`config.mk`:
```
export PLATFORM = sky130hd
export DESIGN_NAME = crc8_checked_hit_frame_receiver
export DESIGN_NICKNAME = d
export VERILOG_FILES = /design/src/rtl/chfr_pkg.sv /design/src/rtl/chfr_crc8.sv /design/src/rtl/chfr_hit_state.sv /design/src/rtl/crc8_checked_hit_frame_receiver.sv
export SDC_FILE = /design/constraint.sdc
export NUM_CORES = 1
export LEC_CHECK = 0
export ABC_CLOCK_PERIOD_IN_PS = 3700
export BUFFER_PORTS_ARGS = -buffer_cell sky130_fd_sc_hd__buf_4
export CORE_MARGIN = 3
export CORE_UTILIZATION = 35
export DETAILED_ROUTE_END_ITERATION = 6
export GPL_ROUTABILITY_DRIVEN = 0
export MAX_ROUTING_LAYER = met4
export SETUP_SLACK_MARGIN = 0.02
export SLEW_MARGIN = 20
export SYNTH_ARGS = -nofsm -noshare
export SYNTH_HDL_FRONTEND = slang
export SYNTH_SLANG_ARGS = --single-unit
```
`constraint.sdc`:
```
create_clock -name clk_i -period 3.7 [get_ports clk_i]
set_clock_uncertainty 0.15 [all_clocks]
set_input_delay 0.37 -clock clk_i [delete_from_list [all_inputs] [get_ports clk_i]]
set_output_delay 0.37 -clock clk_i [all_outputs]
set_load 0.02 [all_outputs]
```
`src/rtl/chfr_pkg.sv`:
```
// Package for the CRC-8 checked hit-frame receiver.
// Holds the item and result types, the CRC-8 byte update and the stream widths.
// No dependencies.
`default_nettype none

package chfr_pkg;

  // CRC-8 polynomial x^8 + x^2 + x + 1, unreflected, init zero, no final xor.
  localparam logic [7:0] CrcPoly = 8'h07;

  localparam int unsigned InTdataW  = 8;
  localparam int unsigned OutTdataW = 24;

  typedef enum logic {
    KindRxByte   = 1'b0,
    KindHostRead = 1'b1
  } chfr_kind_e;

  typedef struct packed {
    chfr_kind_e  kind;
    logic [7:0]  rx_byte;
  } chfr_item_t;

  typedef struct packed {
    logic        frame_accepted;
    logic [7:0]  damage;
    logic [7:0]  player_id;
    logic        hit_pending;
  } chfr_result_t;

  // Shifts one byte through the CRC register, most significant bit first.
  function automatic logic [7:0] crc8_update(logic [7:0] crc, logic [7:0] data);
    logic [7:0] c;
    c = crc ^ data;
    for (int i = 0; i < 8; i++) begin
      if (c[7]) begin
        c = {c[6:0], 1'b0} ^ CrcPoly;
      end else begin
        c = {c[6:0], 1'b0};
      end
    end
    return c;
  endfunction

endpackage

`default_nettype wire

```
`src/rtl/chfr_crc8.sv`:
```
// CRC-8 over the two older bytes of the receive window.
// Depends on chfr_pkg for the byte update function.
`default_nettype none

module chfr_crc8 (
  input  logic [7:0] older_i,
  input  logic [7:0] newer_i,
  output logic [7:0] crc_o
);
  import chfr_pkg::*;

  logic [7:0] crc_first;

  // The register starts at zero, so the first byte enters it directly.
  assign crc_first = crc8_update(8'h00, older_i);
  assign crc_o     = crc8_update(crc_first, newer_i);

endmodule

`default_nettype wire

```
`src/rtl/chfr_hit_state.sv`:
```
// Receive window, CRC compare and latched hit state.
// Depends on chfr_pkg and chfr_crc8.
`default_nettype none

module chfr_hit_state (
  input  logic                  clk_i,
  input  logic                  rst_ni,
  input  logic                  step_valid_i,
  input  chfr_pkg::chfr_item_t  step_item_i,
  output chfr_pkg::chfr_result_t result_o
);
  import chfr_pkg::*;

  logic [7:0] older_q, older_d;
  logic [7:0] newer_q, newer_d;
  logic       pending_q, pending_d;
  logic [7:0] latched_player_q, latched_player_d;
  logic [7:0] latched_damage_q, latched_damage_d;
  logic [7:0] crc;
  logic       is_byte;
  logic       match;

  chfr_crc8 u_crc8 (
    .older_i (older_q),
    .newer_i (newer_q),
    .crc_o   (crc)
  );

  assign is_byte = (step_item_i.kind == KindRxByte);
  assign match   = is_byte && (crc == step_item_i.rx_byte);

  always_comb begin
    older_d          = older_q;
    newer_d          = newer_q;
    pending_d        = pending_q;
    latched_player_d = latched_player_q;
    latched_damage_d = latched_damage_q;
    if (step_valid_i) begin
      if (is_byte) begin
        if (match) begin
          latched_player_d = older_q;
          latched_damage_d = newer_q;
          pending_d        = 1'b1;
        end
        older_d = newer_q;
        newer_d = step_item_i.rx_byte;
      end else begin
        pending_d = 1'b0;
      end
    end
  end

  // A byte reports the flag after the update, a host read the flag before clearing.
  always_comb begin
    result_o.hit_pending    = is_byte ? (pending_q | match) : pending_q;
    result_o.player_id      = match ? older_q : latched_player_q;
    result_o.damage         = match ? newer_q : latched_damage_q;
    result_o.frame_accepted = match;
  end

  always_ff @(posedge clk_i or negedge rst_ni) begin
    if (!rst_ni) begin
      older_q          <= 8'h00;
      newer_q          <= 8'h00;
      pending_q        <= 1'b0;
      latched_player_q <= 8'h00;
      latched_damage_q <= 8'h00;
    end else begin
      older_q          <= older_d;
      newer_q          <= newer_d;
      pending_q        <= pending_d;
      latched_player_q <= latched_player_d;
      latched_damage_q <= latched_damage_d;
    end
  end

  a_read_clears: assert property (@(posedge clk_i) disable iff (!rst_ni)
    step_valid_i && !is_byte |=> !pending_q)
    else $error("pending flag not cleared by host read");

  a_read_keeps_window: assert property (@(posedge clk_i) disable iff (!rst_ni)
    step_valid_i && !is_byte |=> older_q == $past(older_q) && newer_q == $past(newer_q))
    else $error("host read disturbed the receive window");

  a_match_latches: assert property (@(posedge clk_i) disable iff (!rst_ni)
    step_valid_i && match |=> pending_q && latched_player_q == $past(older_q)
                              && latched_damage_q == $past(newer_q))
    else $error("accepted frame not latched");

  a_accept_sets_flag: assert property (@(posedge clk_i) disable iff (!rst_ni)
    result_o.frame_accepted |-> result_o.hit_pending)
    else $error("accepted frame reported without pending hit");

endmodule

`default_nettype wire

```
`src/rtl/crc8_checked_hit_frame_receiver.sv`:
```
// Top level of the CRC-8 checked hit-frame receiver: stream ports, input
// register and result register. Depends on chfr_pkg and chfr_hit_state.
`default_nettype none

// The receiver takes one transaction per clock cycle on the slave stream and
// returns exactly one result transaction per input, in order, on the master
// stream. A transaction with tuser low carries a received serial byte: the block
// keeps the two bytes before it, computes CRC-8 (polynomial 0x07, init zero,
// unreflected, no final xor) over them and, when the CRC equals the new byte,
// latches them as player id and damage and sets the pending-hit flag. A
// transaction with tuser high reports the latched hit and then clears the flag.
// After reset the window holds zeros, so a first zero byte already counts as a
// valid frame with player 0 and damage 0. Each item sits first in the input
// register, where the CRC compare and the state update happen, and then in
// the result register, which drives tvalid on the master side. Sustained
// throughput is one transaction per cycle while the master side accepts,
// through the combinational CRC path between the two registers. Backpressure
// on the master side stalls both registers; s_axis_tready_o stays high as
// long as the input register is empty or the result register is empty or
// being drained.
module crc8_checked_hit_frame_receiver (
  input  logic                            clk_i,
  input  logic                            rst_ni,
  input  logic                            s_axis_tvalid_i,
  output logic                            s_axis_tready_o,
  // [7:0] rx_byte
  input  logic [chfr_pkg::InTdataW-1:0]   s_axis_tdata_i,
  // [0] kind (0 = serial byte, 1 = host read)
  input  logic                            s_axis_tuser_i,
  output logic                            m_axis_tvalid_o,
  input  logic                            m_axis_tready_i,
  // [0] hit_pending, [8:1] player_id, [16:9] damage, [17] frame_accepted,
  // [23:18] zero
  output logic [chfr_pkg::OutTdataW-1:0]  m_axis_tdata_o
);
  import chfr_pkg::*;

  logic         in_valid_q, in_valid_d;
  chfr_item_t   in_item_q;
  logic         out_valid_q, out_valid_d;
  chfr_result_t out_result_q;
  chfr_result_t step_result;
  logic         advance;
  logic         step_valid;
  logic         in_load;

  // The result register frees up when it is empty or its transaction completes.
  assign advance    = !out_valid_q || m_axis_tready_i;
  assign step_valid = in_valid_q && advance;

  assign s_axis_tready_o = !in_valid_q || advance;
  assign in_load         = s_axis_tvalid_i && s_axis_tready_o;

  chfr_hit_state u_hit_state (
    .clk_i        (clk_i),
    .rst_ni       (rst_ni),
    .step_valid_i (step_valid),
    .step_item_i  (in_item_q),
    .result_o     (step_result)
  );

  always_comb begin
    in_valid_d = in_valid_q;
    if (s_axis_tready_o) begin
      in_valid_d = s_axis_tvalid_i;
    end
    out_valid_d = out_valid_q;
    if (advance) begin
      out_valid_d = in_valid_q;
    end
  end

  always_ff @(posedge clk_i or negedge rst_ni) begin
    if (!rst_ni) begin
      in_valid_q  <= 1'b0;
      out_valid_q <= 1'b0;
    end else begin
      in_valid_q  <= in_valid_d;
      out_valid_q <= out_valid_d;
    end
  end

  // Payload registers carry no reset.
  always_ff @(posedge clk_i) begin
    if (in_load) begin
      in_item_q.kind    <= chfr_kind_e'(s_axis_tuser_i);
      in_item_q.rx_byte <= s_axis_tdata_i[7:0];
    end
    if (step_valid) begin
      out_result_q <= step_result;
    end
  end

  assign m_axis_tvalid_o = out_valid_q;
  assign m_axis_tdata_o  = {{(OutTdataW - $bits(chfr_result_t)){1'b0}}, out_result_q};

endmodule

`default_nettype wire
```
[Word-level counts from Yosys, hierarchy flattened]
Index checks and enable logic that the tools add are counted.
Storage, ports and cells
  register bits after elaboration: 62
  input port bits: 13
  logic and storage cells: 64
Operators by class
  reduce and logical (&&, ||, !) cells: 10
  equality and inequality tests: 1
  bitwise gates (word level): 19
  multiplexer cells: 21
Operators by type and width (count)
  two-way mux 3 bit: 16
  inverter 3 bit: 16
  two-way mux 8 bit: 2
  equality test 8 bit: 1
  XOR 8 bit: 1
  AND reduction 2 bit: 2
  logical AND 1 bit: 3
  two-way mux 1 bit: 3
  logical NOT 1 bit: 2
  logical OR 1 bit: 2
  nonzero test 2 bit: 1
  inverter 1 bit: 1
  OR 1 bit: 1

[Longest topological paths before layout]
  depth after elaboration: 37
  mapped depth: 8

[By module]
A second synthesis with hierarchy kept.
Second synthesis, totals
  cell total of the unflattened synthesis: 175
  area total of the unflattened synthesis: 2855.2 sq um
Modules (own cells, without submodules)
  chfr_hit_state: sequential area each 825.8 sq um, area an instance 1545.2 sq um, times used 1, cells an instance 103
  crc8_checked_hit_frame_receiver: sequential area each 860.8 sq um, area an instance 963.4 sq um, times used 1, cells an instance 42
  chfr_crc8: sequential area each 0.0 sq um, area an instance 346.6 sq um, times used 1, cells an instance 30

[Least setup slack after synthesis]
OpenSTA, ideal clock, no wires.
  path type: register to register
  from: register u_hit_state.older_q[7]
  to: register out_result_q (netlist bit m_axis_tdata_o[10]) (data pin)
  arrival: 2.508 ns
  setup slack: 0.782 ns
  cell stages (with the launch flop): 8
  data required time: 3.290 ns
  cells stage by stage: dfrtp_1 > xnor3_1 > xor2_1 > xnor3_1 > o211ai_2 > nor4_4 > buf_8 > mux2_4
RTL lines
  from (decl): RTL line chfr_hit_state.sv:14  | logic [7:0] older_q, older_d;
  from (signal assigned): RTL line chfr_hit_state.sv:69  | older_q <= older_d;
  to (signal assigned): RTL line crc8_checked_hit_frame_receiver.sv:90  | out_result_q <= step_result;
  to (decl): RTL line crc8_checked_hit_frame_receiver.sv:41  | chfr_result_t out_result_q;

==> summary.txt <==
Setup path
  • Worst EP arrival: 3.02 ns
  • CP Capture Type: register
  • Most frequent cell on the critical path: xnor3_1
  • Worst path cell trace: xnor3_1 -> xor2_1 -> xnor3_1 -> o211ai_2 -> nor4_4 -> buf_12 -> mux2_2
  • CP max FO: 14
  • CP Launch Type: register
  • Slowest CP cell: dfrtp_1
  • Classification of the worst setup path: register to register
  • Cell count of the worst reg-to-reg path: 7
  • CP max stage delay: 0.48 ns
  • Worst EP required: 3.64 ns

CTS
  • Post-CTS Setup Inserts: 0
  • Worst-path clk slew: 0.07 ns
  • Htree depth: 3
  • Clock sink count: 62
  • Hold-fix buffers at CTS: 1
  • CTS buffer count: 9
  • CTS tree: yes
  • Clock root cell: clkbuf_8
  • CTS max path bufs: 2
  • Skew-Pair Late Insertion Delay: 0.33 ns
  • Post_cts resized: 0

Floorplanning
  • Die W: 97.62 µm
  • Std cell rows: 32
  • Core area: 7928 µm²
  • Die height: 97.62 µm
  • Die area: 9529 µm²
  • Initial Util: 37.06%
  • I/O Pins: 39

Synthesis
  • Synth top cells by count: 38 x mux2_2, 35 x dfrtp_1, 27 x edfxtp_1, 19 x xnor2_1, 8 x mux2_4
  • Post-synth ARST share: 56.45%
  • #FFs+latches synth: 62
  • Most frequent cell after synthesis: mux2_2
  • Avg Cell Area, Syn: 16.69 µm²
  • Top cells by area, synth: dfrtp_1 30%, edfxtp_1 28%, mux2_2 15%
  • EDFF count, synth: 27
  • Cell Area, Synth: 2938 µm²
  • Ys flop type: dfrtp_1
  • Post-synth top area cell: dfrtp_1
  • Synth warnings: 0
  • Cells after synthesis: 176
  • Post-synth cell types: 29
  • Sequential element share of the synthesized area: 57.41%
  • Share of the synthesized area in the top cell type: 29.81%

Drt
  • DR iter-0 viols: 34
  • Drt via density: 4.562
  • DR WL/cell: 14.99 µm
  • Routed WL: 4857 µm
  • Routed Antenna Nets: 0
  • DR pass1 iterations: 4
  • DRC errors left: 0
  • Vias: 1478

Timing
  • Slew margin rel.: 47.59%
  • Hold Slack: 0.05953 ns
  • Slew Viols, Final: 0
  • F_max: 0.3243 GHz
  • # setup viols final: 0
  • Fin worst setup slack: 0.6167 ns
  • Fin crit period: 3.083 ns
  • Setup TNS: 0 ns
  • Final Hold Vio Count: 0
  • Worst-margin pin slew: 0.7852 ns
  • RSZ-0062 raised after global routing: no
  • Tcrit/Tclk final: 83.33%

Cells and area
  • Fin cells: 324
  • # diodes: 0
  • Final core area utilization: 44.07%
  • FILL cells: 737
  • Final net count: 230
  • Share of post-route cells with drive strength above 1: 46.85%
  • Area Growth Syn to Fin: 18.91%

Placement
  • IO buf count: 32
  • Placed Cells incl. Taps: 307
  • Setup WS pre-CTS: 0.6405 ns
  • DP HPWL: 3389 µm

Power
  • Pwr dens: 835.8 nW/µm²
  • Leakage: 1.536 nW
  • Peak VDD IR: 0.4393 mV

GRT
  • Initial antenna violation count: 0
  • Wire length of the first global-routing pass: 8073 µm
  • Vias in the first global route: 1595
  • Gr usage total: 11.53%
  • Global route overflow: 0
  • Largest net degree at the start of global routing: 36

Min path
  • Hold/Removal Path Class: input pin to register
  • WHS Path Cells: 1

Status
  • Status: finished clean

Run
  • Maxcap violations: 0
[metrics by stage]
step,instance area (µm²),total power [mW]
floorplan,2957,2.080
global placement,3269,2.289
detailed placement,3269,2.301
CTS,3493,2.954
global route,3493,3.077
finish,3493,2.920
[cells in the final DEF, fill, tap and decap left out, drive strengths merged]
cell,synthesis,routed
bufinv,0,2
xnor3,9,9
dlygate4sd3,0,1
nor3,1,1
nand2b,3,3
inv,1,1
xor2,5,5
and3,1,1
or2,1,1
nand3b,1,1
mux2i,1,1
edfxtp,27,27
buf,10,36
clkinv,0,3
nor2,2,2
o211ai,1,1
conb,1,6
xnor2,19,19
dfrtp,35,35
a2bb2oi,1,1
and2,2,2
nand2,2,2
nor4,2,2
mux2,48,48
clkbuf,2,11
nor4b,1,1
[critical path: cells and delay by family, from the launching register on]
family          cells  cell delay, ns
xor+xnor            3            1.03
flops               1            0.48
mux                 1            0.34
buf+inv             1            0.23
simple gates        1            0.45
compound gates      1            0.15
[cell type report]
| class | count | area, µm² | share of cell area [%] |
|---|---|---|---|
| timing repair buffer | 37 | 292.8 | 8.381 |
| tap | 102 | 127.6 | 3.653 |
| sequential | 62 | 1687 | 48.28 |
| multi-input combinational | 106 | 1169 | 33.45 |
| clock inverter | 5 | 72.57 | 2.077 |
| clock buffer | 11 | 141.4 | 4.047 |
| inverter | 1 | 3.754 | 0.1074 |
[power breakdown]
group          switching, mW  total (mW)  internal, mW
combinational          0.524        1.24         0.711
sequential             0.148        1.05         0.898
clock                  0.245       0.637         0.392
[flip-flops by register name, summed over array words and instances, names as in the netlist]
name / cells
in_item_q: 9
in_valid_q: 1
m_axis_tdata_o: 18
m_axis_tvalid_o: 1
u_hit_state.latched_damage_q: 8
u_hit_state.latched_player_q: 8
u_hit_state.newer_q: 8
u_hit_state.older_q: 8
u_hit_state.pending_q: 1
[final timing paths]
check	startpoint	endpoint	slack, ns
min reg2reg	u_hit_state.latched_player_q[1]	u_hit_state.latched_player_q[1]	0.34
min	s_axis_tdata_i[3]	in_item_q[3]	0.06
max in group asynchronous	rst_ni	u_hit_state.newer_q[0]	2.70
min in group asynchronous	rst_ni	u_hit_state.latched_player_q[3]	0.37
max reg2reg	u_hit_state.older_q[7]	m_axis_tdata_o[2]	0.62
max	u_hit_state.older_q[7]	m_axis_tdata_o[2]	0.62
[cell families after synthesis]
kind of cell | after synthesis | share of synthesized area (%)
muxes | 49 | 19.89
other | 1 | 0.1276
DFF | 62 | 57.41
xor gates and xnor gates | 33 | 14.22
and+or+nand+nor | 16 | 4.174
AOI/OAI and AO/OA | 2 | 0.7240
buffers and inverters | 13 | 3.449
[routing by layer]
metal / global-route usage (%) / up-vias / share of wire, %
met5: - / - / 0
met4: 6.390 / 0 / 2.8
met3: 3.733 / 10 / 4.7
met2: 17.92 / 36 / 48
met1: 13.16 / 733 / 45
li1: - / 699 / -
No activity file was read; power rests on OpenSTA's default activity.
